## src/rtl/core/octree_voxel_point_counter_assert.svh

```systemverilog
// Assertion macros shared by the octree voxel point counter RTL.
// Needs nothing else; each macro expands to one labeled concurrent assertion.
`ifndef OCTREE_VOXEL_POINT_COUNTER_ASSERT_SVH
`define OCTREE_VOXEL_POINT_COUNTER_ASSERT_SVH

// Whenever cond holds, expr must hold in the same cycle.
`define OVPC_ASSERT_IMPLY(label, clk, rst, cond, expr, msg) \
label: assert property (@(posedge clk) disable iff (rst) (cond) |-> (expr)) \
   else $error(msg);

// Whenever cond holds, expr must hold in the following cycle.
`define OVPC_ASSERT_NEXT(label, clk, rst, cond, expr, msg) \
label: assert property (@(posedge clk) disable iff (rst) (cond) |=> (expr)) \
   else $error(msg);

`endif

```

## src/rtl/core/ovpc_pkg.sv

```systemverilog
// Shared types, constants and region-code helpers for the octree voxel point counter.
// Used by ovpc_walker, octree_voxel_point_counter and the testbench; depends on nothing.
package ovpc_pkg;

   localparam int TREE_DEPTH_DEFAULT = 4;
   localparam int COUNT_BITS_DEFAULT = 16;

   localparam int COORD_W    = 16;
   localparam int SELECT_W   = 12;
   localparam int INDEX_W    = 12;
   localparam int OCOUNT_W   = 16;
   localparam int REG_W      = 16;
   localparam int CSR_ADDR_W = 5;
   localparam int CSR_DATA_W = 32;
   localparam int REG_IDX_W  = 3;

   // Configuration register indexes.
   localparam logic [REG_IDX_W-1:0] REG_CENTER_X  = 3'd0;
   localparam logic [REG_IDX_W-1:0] REG_CENTER_Y  = 3'd1;
   localparam logic [REG_IDX_W-1:0] REG_CENTER_Z  = 3'd2;
   localparam logic [REG_IDX_W-1:0] REG_EXTENT_X  = 3'd3;
   localparam logic [REG_IDX_W-1:0] REG_EXTENT_Y  = 3'd4;
   localparam logic [REG_IDX_W-1:0] REG_EXTENT_Z  = 3'd5;
   localparam logic [REG_IDX_W-1:0] REG_MIN_LEAF  = 3'd6;

   localparam logic [REG_W-1:0] EXTENT_RESET   = 16'd4096;
   localparam logic [REG_W-1:0] MIN_LEAF_RESET = 16'd1;

   // Item kinds carried on the request tuser.
   localparam logic KIND_ADD  = 1'b0;
   localparam logic KIND_READ = 1'b1;

   typedef struct packed {
      logic signed [COORD_W-1:0] center_x;
      logic signed [COORD_W-1:0] center_y;
      logic signed [COORD_W-1:0] center_z;
      logic [REG_W-1:0]          extent_x;
      logic [REG_W-1:0]          extent_y;
      logic [REG_W-1:0]          extent_z;
   } geometry_type;

   typedef struct packed {
      logic signed [COORD_W-1:0] z;
      logic signed [COORD_W-1:0] y;
      logic signed [COORD_W-1:0] x;
   } coord_type;

   // Region code from the three "below centre" flags.
   function automatic logic [2:0] region_code(input logic neg_x, input logic neg_y,
                                              input logic neg_z);
      region_code = {neg_y, neg_x, neg_z ^ neg_x};
   endfunction

   // Inverse of region_code: bit 0 is x below, bit 1 y below, bit 2 z below.
   function automatic logic [2:0] region_neg(input logic [2:0] code);
      region_neg = {code[0] ^ code[1], code[2], code[1]};
   endfunction

endpackage

```

## src/rtl/core/ovpc_walker.sv

```systemverilog
// Iterative octree descent, one level per cycle, for the voxel point counter.
// Depends on ovpc_pkg for the geometry and coordinate types and the region-code helpers.
module ovpc_walker #(
   parameter int TREE_DEPTH = ovpc_pkg::TREE_DEPTH_DEFAULT
) (
   input  logic                          clock,
   input  logic                          reset,
   input  logic                          start,
   input  logic                          follow,
   input  ovpc_pkg::coord_type           point,
   input  logic [3*TREE_DEPTH-1:0]       select,
   input  ovpc_pkg::geometry_type        geometry,
   output logic                          done,
   output logic [3*TREE_DEPTH-1:0]       path,
   output ovpc_pkg::coord_type           center
);
   import ovpc_pkg::*;

   localparam int LEAF_BITS  = 3 * TREE_DEPTH;
   localparam int FRAC_EXTRA = TREE_DEPTH + 1;
   localparam int CW         = TREE_DEPTH + 19;
   localparam int SW         = TREE_DEPTH + 15;
   localparam int LVL_W      = $clog2(TREE_DEPTH + 1);
   localparam logic [LVL_W-1:0]     LAST_LEVEL = LVL_W'(TREE_DEPTH - 1);
   localparam logic signed [CW-1:0] HALF       = CW'(1) << (FRAC_EXTRA - 1);
   localparam logic signed [CW-1:0] Q_MAX      = CW'(32767);
   localparam logic signed [CW-1:0] Q_MIN      = -CW'(32768);

   logic                  busy_ff, busy_in;
   logic                  done_ff, done_in;
   logic [LVL_W-1:0]      lvl_ff;
   logic                  follow_ff;
   logic signed [CW-1:0]  p_ff [3];
   logic signed [CW-1:0]  c_ff [3];
   logic [SW-1:0]         s_ff [3];
   logic [LEAF_BITS-1:0]  idx_ff;
   logic [LEAF_BITS-1:0]  path_ff;

   logic signed [CW-1:0]  diff [3];
   logic signed [CW-1:0]  c_in [3];
   logic signed [CW-1:0]  step [3];
   logic signed [CW-1:0]  rsum [3];
   logic signed [CW-1:0]  rq   [3];
   logic signed [COORD_W-1:0] rsat [3];
   logic [2:0]            code;
   logic [2:0]            neg;
   logic                  last;

   // Centre and point coordinates are kept exactly, FRAC_EXTRA bits below Q8.8.
   function automatic logic signed [CW-1:0] widen(input logic signed [COORD_W-1:0] v);
      logic signed [CW-1:0] w;
      w = CW'(v);
      widen = w <<< FRAC_EXTRA;
   endfunction

   assign last = busy_ff && (lvl_ff == LAST_LEVEL);

   always_comb begin
      for (int a = 0; a < 3; a++) begin
         diff[a] = p_ff[a] - c_ff[a];
      end
      code = follow_ff ? region_code(diff[0][CW-1], diff[1][CW-1], diff[2][CW-1])
                       : idx_ff[LEAF_BITS-1 -: 3];
      neg = region_neg(code);
      for (int a = 0; a < 3; a++) begin
         step[a] = signed'(CW'(s_ff[a]));
         c_in[a] = neg[a] ? (c_ff[a] - step[a]) : (c_ff[a] + step[a]);
         // Round to nearest, ties up, then clamp to the Q8.8 range.
         rsum[a] = c_ff[a] + HALF;
         rq[a]   = rsum[a] >>> FRAC_EXTRA;
         if (rq[a] > Q_MAX) begin
            rsat[a] = 16'sh7fff;
         end else if (rq[a] < Q_MIN) begin
            rsat[a] = -16'sh8000;
         end else begin
            rsat[a] = rq[a][COORD_W-1:0];
         end
      end
   end

   always_comb begin
      done_in = last;
      busy_in = busy_ff;
      if (start) begin
         busy_in = 1'b1;
      end else if (last) begin
         busy_in = 1'b0;
      end
   end

   always_ff @(posedge clock) begin
      if (reset) begin
         busy_ff <= 1'b0;
         done_ff <= 1'b0;
      end else begin
         busy_ff <= busy_in;
         done_ff <= done_in;
      end
   end

   always_ff @(posedge clock) begin
      if (start) begin
         p_ff[0]   <= widen(point.x);
         p_ff[1]   <= widen(point.y);
         p_ff[2]   <= widen(point.z);
         c_ff[0]   <= widen(geometry.center_x);
         c_ff[1]   <= widen(geometry.center_y);
         c_ff[2]   <= widen(geometry.center_z);
         s_ff[0]   <= SW'(geometry.extent_x) << (TREE_DEPTH - 1);
         s_ff[1]   <= SW'(geometry.extent_y) << (TREE_DEPTH - 1);
         s_ff[2]   <= SW'(geometry.extent_z) << (TREE_DEPTH - 1);
         idx_ff    <= select;
         path_ff   <= '0;
         lvl_ff    <= '0;
         follow_ff <= follow;
      end else if (busy_ff) begin
         for (int a = 0; a < 3; a++) begin
            c_ff[a] <= c_in[a];
            s_ff[a] <= s_ff[a] >> 1;
         end
         idx_ff  <= idx_ff << 3;
         path_ff <= (path_ff << 3) | LEAF_BITS'(code);
         lvl_ff  <= lvl_ff + LVL_W'(1);
      end
   end

   assign done     = done_ff;
   assign path     = path_ff;
   assign center.x = rsat[0];
   assign center.y = rsat[1];
   assign center.z = rsat[2];

endmodule

```

## config.mk

```make
export PLATFORM = sky130hd
export DESIGN_NAME = ovpc_walker
export DESIGN_NICKNAME = d
export VERILOG_FILES = /design/src/rtl/core/octree_voxel_point_counter_assert.svh /design/src/rtl/core/ovpc_pkg.sv /design/src/rtl/core/ovpc_walker.sv
export SDC_FILE = /design/constraint.sdc
export NUM_CORES = 1
export LEC_CHECK = 0
export BUFFER_PORTS_ARGS = -buffer_cell sky130_fd_sc_hd__buf_2
export CORE_ASPECT_RATIO = 0.6
export CORE_MARGIN = 4
export CORE_UTILIZATION = 55
export CTS_CLUSTER_SIZE = 40
export DETAILED_ROUTE_END_ITERATION = 7
export PLACE_DENSITY = 0.86
export SYNTH_ARGS = -nofsm -noshare
export SYNTH_HDL_FRONTEND = slang
export SYNTH_SLANG_ARGS = --single-unit
export TNS_END_PERCENT = 100
```

## constraint.sdc

```tcl
create_clock -name clock -period 5.9 [get_ports clock]
set_input_delay 1.77 -clock clock [delete_from_list [all_inputs] [get_ports clock]]
set_output_delay 1.77 -clock clock [all_outputs]
set_load 0.005 [all_outputs]
```

==> results of run 1 <==
==> placed cells by master (no fill, tap or decap), types with 5 or more instances in the layout <==
cell type	synthesis	routed
clkbuf_16	0	23
edfxtp_1	187	187
o21bai_1	5	5
and2_1	17	17
nand4_1	15	15
o21ai_0	150	149
or2_2	10	10
nor2_1	89	89
xnor2_1	79	79
dfxtp_1	17	17
nand2b_1	19	18
o41ai_1	8	8
a21oi_1	67	67
or4_1	10	10
a31oi_1	8	7
nor2b_1	15	14
nand2_1	265	265
or3_1	9	9
nor4_1	12	12
a211oi_1	13	13
a21o_1	21	21
inv_1	81	80
buf_2	3	219
mux2_2	9	9
nand3_1	32	32
o31ai_1	23	23
nor3_1	17	17
a311oi_1	5	5
xor2_1	80	80
o211ai_1	8	8
and3_1	21	21
o21a_1	19	19
mux2i_1	15	14
buf_4	0	17
clkbuf_1	43	5
ha_1	125	125
==> worst min-delay path, delay by kind of cell, from the launching register on <==
kind               cells  cell delay (ns)
AOI/OAI and AO/OA      1             0.05
DFF                    1             0.31
and+or+nand+nor        1             0.08
==> power groups by stage <==
stage / clock network, uW / registers (uW) / logic, uW
after detailed placement: 0 / 2010 / 2790
after global routing: 1460 / 2010 / 3190
final: 1390 / 1990 / 2890
after global placement: 0 / 2000 / 2700
after floorplan: 0 / 1920 / 2100
after CTS: 1410 / 1980 / 2810
==> cell type report <==
class                   instances  area, sq um
diodes                          1         2.50
clock buffers                  28          594
clock inverters                12          110
fillers                      2110         8880
inverters                      82          313
multi-input cells            1227         8130
flip-flops and latches        204         5960
well taps                     352          440
repair buffers                237         1240
==> logic make-up (layout without fill, tap and decap cells) <==
group / Yosys count / count (layout) / share of synthesized area, %
multiplexers: 24 / 24 / 1.73
buffers and inverters: 133 / 359 / 3.45
adder cells (fa/ha/maj): 128 / 128 / 11.2
XOR/XNOR: 159 / 159 / 9.57
AO/OA/AOI/OAI: 371 / 371 / 16.0
other: 0 / 1 / 0
AND/OR/NAND/NOR: 545 / 545 / 17.2
flip-flops: 204 / 204 / 40.9
==> flip-flops by register name, summed over array words and instances, names as in the netlist <==
| name | cells |
|---|---|
| c_ff | 69 |
| idx_ff | 12 |
| p_ff | 48 |
| path | 12 |
| s_ff | 57 |
| lvl_ff | 3 |
| done | 1 |
| busy_ff | 1 |
| follow_ff | 1 |
==> final timing paths <==
check	startpoint	end	slack, ns	depth (start not counted)
max reg2reg	c_ff[0][7]	c_ff[0][21]	0.34	20
max	c_ff[0][60]	center[36]	0.33	10
min reg2reg	lvl_ff[2]	lvl_ff[2]	0.49	2
min	lvl_ff[2]	lvl_ff[2]	0.49	2
==> what timing repair did <==
| action | 4_1_cts | 5_1_grt |
|---|---|---|
| setup buffers | 0 | 1 |
| gates resized for setup | 0 | 7 |
| endpoints found under the setup margin | 0 | 13 |
==> routing by layer <==
layer | vias up | track usage, % | part of all wire, %
met4 | 0 | 4.98 | 1.7
li1 | 6073 | - | -
met2 | 652 | 36.9 | 40
met1 | 5964 | 42.7 | 47
met3 | 53 | 5.84 | 11
met5 | - | 0 | 0
==> per-stage QoR <==
stage	worst slack, ns	hold WS, ns	util (%)
detailed placement	0.379	0.486	62.6
global placement	0.497	0.473	62.6
floorplan	0.542	0.463	-
CTS	0.286	0.494	65.3
finish	0.334	0.492	65.4
global route	0.0141	0.500	65.4
==> qor.txt, run 1 <==
most common cell in the netlist - nand2_1
Final setup viols - 0
largest cells by area after synthesis - edfxtp_1, ha_1, nand2_1
ys flop type - edfxtp_1
crit end category - output port
Cell Area, Placed - 0.0161 sq mm
clk_lat worst skew - 0.52 ns
# rows - 45
routability cong. - 0.979
sequential cell area fraction in the yosys report - 40.9%
H-tree depth - 1
CP Data Arrival Time - 3.80 ns
initial antenna violation count - 1
DRC viols - 0
Slew Limit Fails - 0
clock tree buffer depth - 3
Cell Chain, Critical Path - inv_1, nor4_1, nand3_1, nor3_1, o211ai_1, o31ai_1, nor2_1, a31oi_1, o21ai_0, buf_2
clk slew on worst S/H paths - 0.07 ns
wire length of the first global-routing pass - 62.8 mm
Clock Skews - 0.0187 ns
Clock Power Share - 22.1%
Fin. Hold Viols - 0
routed vias/inst - 5.95
Worst path slowest cell - a31oi_1
number of flops mapped to enable cells by yosys - 187
cell area after layout - 0.0168 sq mm
GRT Total Usage - 26.7%
status - completed
Chip Height - 134 um
ANT nets after route - 0
VDD IR max - 0.000233 V
fin cells - 2,143
syn_area_per_cell - 9.31 sq um
CTS root buf - clkbuf_16
largest net degree at the start of global routing - 83
post-synth top area cell - edfxtp_1
Num CTS Buffers - 22
Sw Ratio - 39.0%
layout cells sized above 1 - 17.0%
core area - 0.0257 sq mm
synthesized flop and latch total - 204
Leak - 0.00733 uW
gr ovfl total - 0
total power per unit cell area - 373 mW/mm^2
post-synthesis instance total - 1,564
Least-Margin Pin Slew - 1.08 ns
TNS Setup - 0 ns
FMAX - 180 MHz
Int Pwr - 3830 uW
peak per-stage delay on the critical path - 0.73 ns
total power - 6270 uW
synthesized area - 0.0146 sq mm
Synth top cells by count - nand2_1, edfxtp_1, o21ai_0, ha_1, nor2_1
CTS Sinks - 204
Post-Route WL - 40.5 mm
port buffer count - 220
Layout area overhead - 15.3%
CP top delay family - compound AO/OA/AOI/OAI gates
asr flop ratio synth - 0%
Buf/Inv on CP - 2
max cap viols - 0
NumNets Final - 2,062
DR vias - 12,700
syn_nets - 1,852
vias in the first global route - 11,700
number of library cell types mapped by synthesis - 68
Critical Path RT - 4.13 ns
Initial Util - 56.7%
Flop pwr share - 31.8%
Pre-Repair DR Iteration Count - 5
# hold bufs at CTS - 0
WL per Instance - 18.9 um
Die X - 218 um
fin crit period - 5.57 ns
CP Max Fanout - 15
Initial DRC Count - 1,486
Detail Placement HPWL - 31.0 mm
relative slew slack - 28.2%
Final period util - 94.3%
Worst setup SP type - flip-flop
WS Path Type - reg -> out
CTS tree - built
top-level I/O count - 221
placed cell count - 2,101
yosys warns - 0
combinational fraction of design power - 46.1%
Yosys top cell area share - 38.6%
die footprint - 0.0292 sq mm
Psw - 2450 uW
Hold WC Path Type - reg -> reg
unrepaired setup endpoints after global routing - false
(Power assumes the default switching activity.)
==> run 2: changes to the inputs <==
--- a/config.mk
+++ b/config.mk
@@ -5,13 +5,14 @@
 export SDC_FILE = /design/constraint.sdc
 export NUM_CORES = 1
 export LEC_CHECK = 0
+export ABC_AREA = 1
 export BUFFER_PORTS_ARGS = -buffer_cell sky130_fd_sc_hd__buf_2
 export CORE_ASPECT_RATIO = 0.6
 export CORE_MARGIN = 4
-export CORE_UTILIZATION = 55
+export CORE_UTILIZATION = 45
 export CTS_CLUSTER_SIZE = 40
 export DETAILED_ROUTE_END_ITERATION = 7
-export PLACE_DENSITY = 0.86
+export PLACE_DENSITY = 0.74
 export SYNTH_ARGS = -nofsm -noshare
 export SYNTH_HDL_FRONTEND = slang
 export SYNTH_SLANG_ARGS = --single-unit
==> run 2 against run 1 <==
Against the previous run:
- register-to-register slack better by 0.27 ns
- power is 4.1% lower
- clock power is 4% higher
- clock-buffer cell count is 4 higher
- global-route usage is 3.8 points lower
- via count is 3.2% higher
- first-iteration DRC count is 22% lower
- synthesized cell count is 15% higher
- area after synthesis is 0.97% higher
- worst setup slack better by 0.27 ns
==> qor.txt, run 2 <==
status - completed
relative slew slack - 34.6% (+6.5 points)
number of flops mapped to enable cells by yosys - 187 (unchanged)
clock tree buffer depth - 3 (unchanged)
Worst path slowest cell - o21ai_0
routability cong. - 0.945 (-3.4%)
post-synthesis mux area share - 0% (-1.7 points)
synthesized flop and latch total - 204 (unchanged)
final setup margin - 0.605 ns (+0.271 ns)
area share of and/or/nand/nor cells after synthesis - 22.1% (+4.9 points)
GRT Total Usage - 22.8% (-3.8 points)
yosys warns - 0 (unchanged)
routed vias/inst - 5.37 (-9.7%)
commonest non-fill, non-tap cell in the layout - nand2_1
Final setup viols - 0 (unchanged)
number of library cell types mapped by synthesis - 48 (-29%)
Synth top cells by count - nand2_1, inv_1, edfxtp_1, o21ai_0, ha_1
VDD IR max - 0.000243 V (+4.4%)
peak per-stage delay on the critical path - 0.63 ns (-0.10 ns)
Hold WC Path Type - reg -> reg
wire length of the first global-routing pass - 66.0 mm (+5.0%)
unrepaired setup endpoints after global routing - false
Initial DRC Count - 1,153 (-22%)
DR vias - 13,200 (+3.2%)
syn_nets - 2,084 (+13%)
largest family of logic cells by synthesized area - simple AND/OR/NAND/NOR gates
Post-Route WL - 41.8 mm (+3.4%)
fin crit period - 5.29 ns (-0.271 ns)
clk slew on worst S/H paths - 0.06 ns (about the same)
XOR/XNOR share of the synthesized area - 7.98% (-1.6 points)
CP Data Arrival Time - 5.56 ns (+1.76 ns)
CP Max Fanout - 10 (-5)
Fin. Hold Viols - 0 (unchanged)
Synth Area in Compound Gates - 11.7% (-4.3 points)
most used cell along the critical path - nand2_1
Critical Path RT - 6.17 ns (+2.04 ns)
most common cell in the netlist - nand2_1
Clock Skews - 0.0150 ns (-0.00363 ns)
grt met1 use - 35.0% (-7.7 points)
FMAX - 189 MHz (+5.1%)
NumNets Final - 2,305 (+12%)
Detail Placement HPWL - 32.2 mm (+4.0%)
total power per unit cell area - 353 mW/mm^2 (-5.4%)
Reg with most FFs - c_ff
Yosys top cell area share - 38.2% (-0.37 points)
CTS Sinks - 204 (unchanged)
met3 global-route usage - 3.62% (-2.2 points)
Final period util - 89.7% (-4.6 points)
asr flop ratio synth - 0% (unchanged)
syn_area_per_cell - 8.19 sq um (-12%)
TNS Setup - 0 ns (unchanged)
Least-Margin Pin Slew - 0.977 ns (-0.101 ns)
pre-CTS setup slack - 0.687 ns (+0.308 ns)
post_cts resized - 0 (unchanged)
H-tree depth - 1 (unchanged)
number of flip-flops under the largest register name - 69 (unchanged)
Initial Util - 46.4% (-10 points)
CTS tree - built
busiest grt layer - met1
post-synthesis instance total - 1,796 (+15%)
postcts setup bufs - 0 (unchanged)
Ant. Diodes - 0 (-1)
max cap viols - 0 (unchanged)
CTS root buf - clkbuf_16
GR Util met2 - 33.9% (-3.1 points)
Buf/Inv on CP - 1 (-1)
largest registers - c_ff (69), s_ff (57), p_ff (48)
post-synth top area cell - edfxtp_1
top-level I/O count - 221 (unchanged)
die footprint - 0.0357 sq mm (+22%)
Chip Height - 148 um (+10%)
WS Path Type - reg -> reg
crit end category - flip-flop
synthesized area - 0.0147 sq mm (+0.97%)
Worst setup SP type - flip-flop
Num CTS Buffers - 23 (+4.5%)
ANT nets after route - 0 (unchanged)
worst hold slack - 0.464 ns (-0.0281 ns)
largest net degree at the start of global routing - 80 (-3.6%)
largest cells by area after synthesis - edfxtp_1, nand2_1, ha_1
# rows - 50 (+11%)
initial antenna violation count - 0 (-1)
Slew Limit Fails - 0 (unchanged)
vias in the first global route - 12,800 (+9.0%)
Adder-Cell Fraction of Synth Area - 11.0% (-0.11 points)
Pre-Repair DR Iteration Count - 5 (unchanged)
most frequent cells in the layout - nand2_1, buf_2, inv_1, edfxtp_1, o21ai_0
Leak - 0.00797 uW (+8.7%)
CP top delay family - compound AO/OA/AOI/OAI gates
DRC viols - 0 (unchanged)
Layout area overhead - 15.7%
total power - 6010 uW (-4.1%)
Die X - 241 um (+11%)
port buffer count - 220 (unchanged)
layout cells sized above 1 - 15.2% (-1.8 points)
gr ovfl total - 0 (unchanged)
core area - 0.0317 sq mm (+23%)
WL per Instance - 17.1 um (-9.6%)
clk_lat worst skew - 0.54 ns (+0.02 ns)
# hold bufs at CTS - 0 (unchanged)
R2R Setup Slk - 0.61 ns (+0.27 ns)
sequential cell area fraction in the yosys report - 40.5% (-0.39 points)
ys flop type - edfxtp_1
==> run 2: cell types whose count changed in the layout (fill, tap and decap cells not counted), sizes merged, moves of 18 or more <==
cell    delta
a21oi     +39
nand2b    -19
nand3     +59
and3      -21
nor3      +18
nor2      +41
xnor2     -49
xor2      +23
nand2    +191
inv      +136
==> run 2: worst paths after layout <==
path	start	endpoint	depth (start not counted)
hold reg to reg	path[11]	path[11]	2
setup reg to reg	c_ff[0][17]	c_ff[0][64]	25
setup / recovery	c_ff[0][17]	c_ff[0][64]	25
hold / removal	path[11]	path[11]	2
==> run 2: per-stage QoR <==
step / cells / util, % / cell area (sq um)
2_1_floorplan: 1796 / - / 14700
5_1_grt: 2449 / 53.8 / 17000
4_1_cts: 2449 / 53.8 / 17000
3_5_place_dp: 2408 / 51.4 / 16300
3_3_place_gp: 2408 / 51.4 / 16300
6_report: 2449 / 53.8 / 17000
==> run 2: metal layers <==
layer	part of all wire [%]	vias up
li1	-	6517
met1	49	6112
met2	41	473
met3	7.4	54
met4	2.3	0
met5	0	-
==> run 2: power by group <==
part,switching [uW],internal [uW],total (uW)
Combinational,1650,986,2640
Clock,615,836,1450
Sequential,153,1780,1930
==> run 2: final cells by class <==
class / count / area, sq um
clock inverters: 9 / 109
inverters: 218 / 826
well taps: 416 / 520
multi-input cells: 1337 / 7780
repair buffers: 233 / 1200
clock buffers: 32 / 629
flip-flops and latches: 204 / 5960
fillers: 2917 / 14600
==> run 2: logic make-up after synthesis <==
family | after synthesis
AO/OA/AOI/OAI | 317
flip-flops | 204
XOR/XNOR | 133
buffers and inverters | 255
adder cells (fa/ha/maj) | 128
AND/OR/NAND/NOR | 759
==> run 2: tightest hold or removal path: stages, from the launching register on <==
cell and delay, ns:
dfxtp_1 0.33, nand2_1 0.05, o21ai_0 0.05
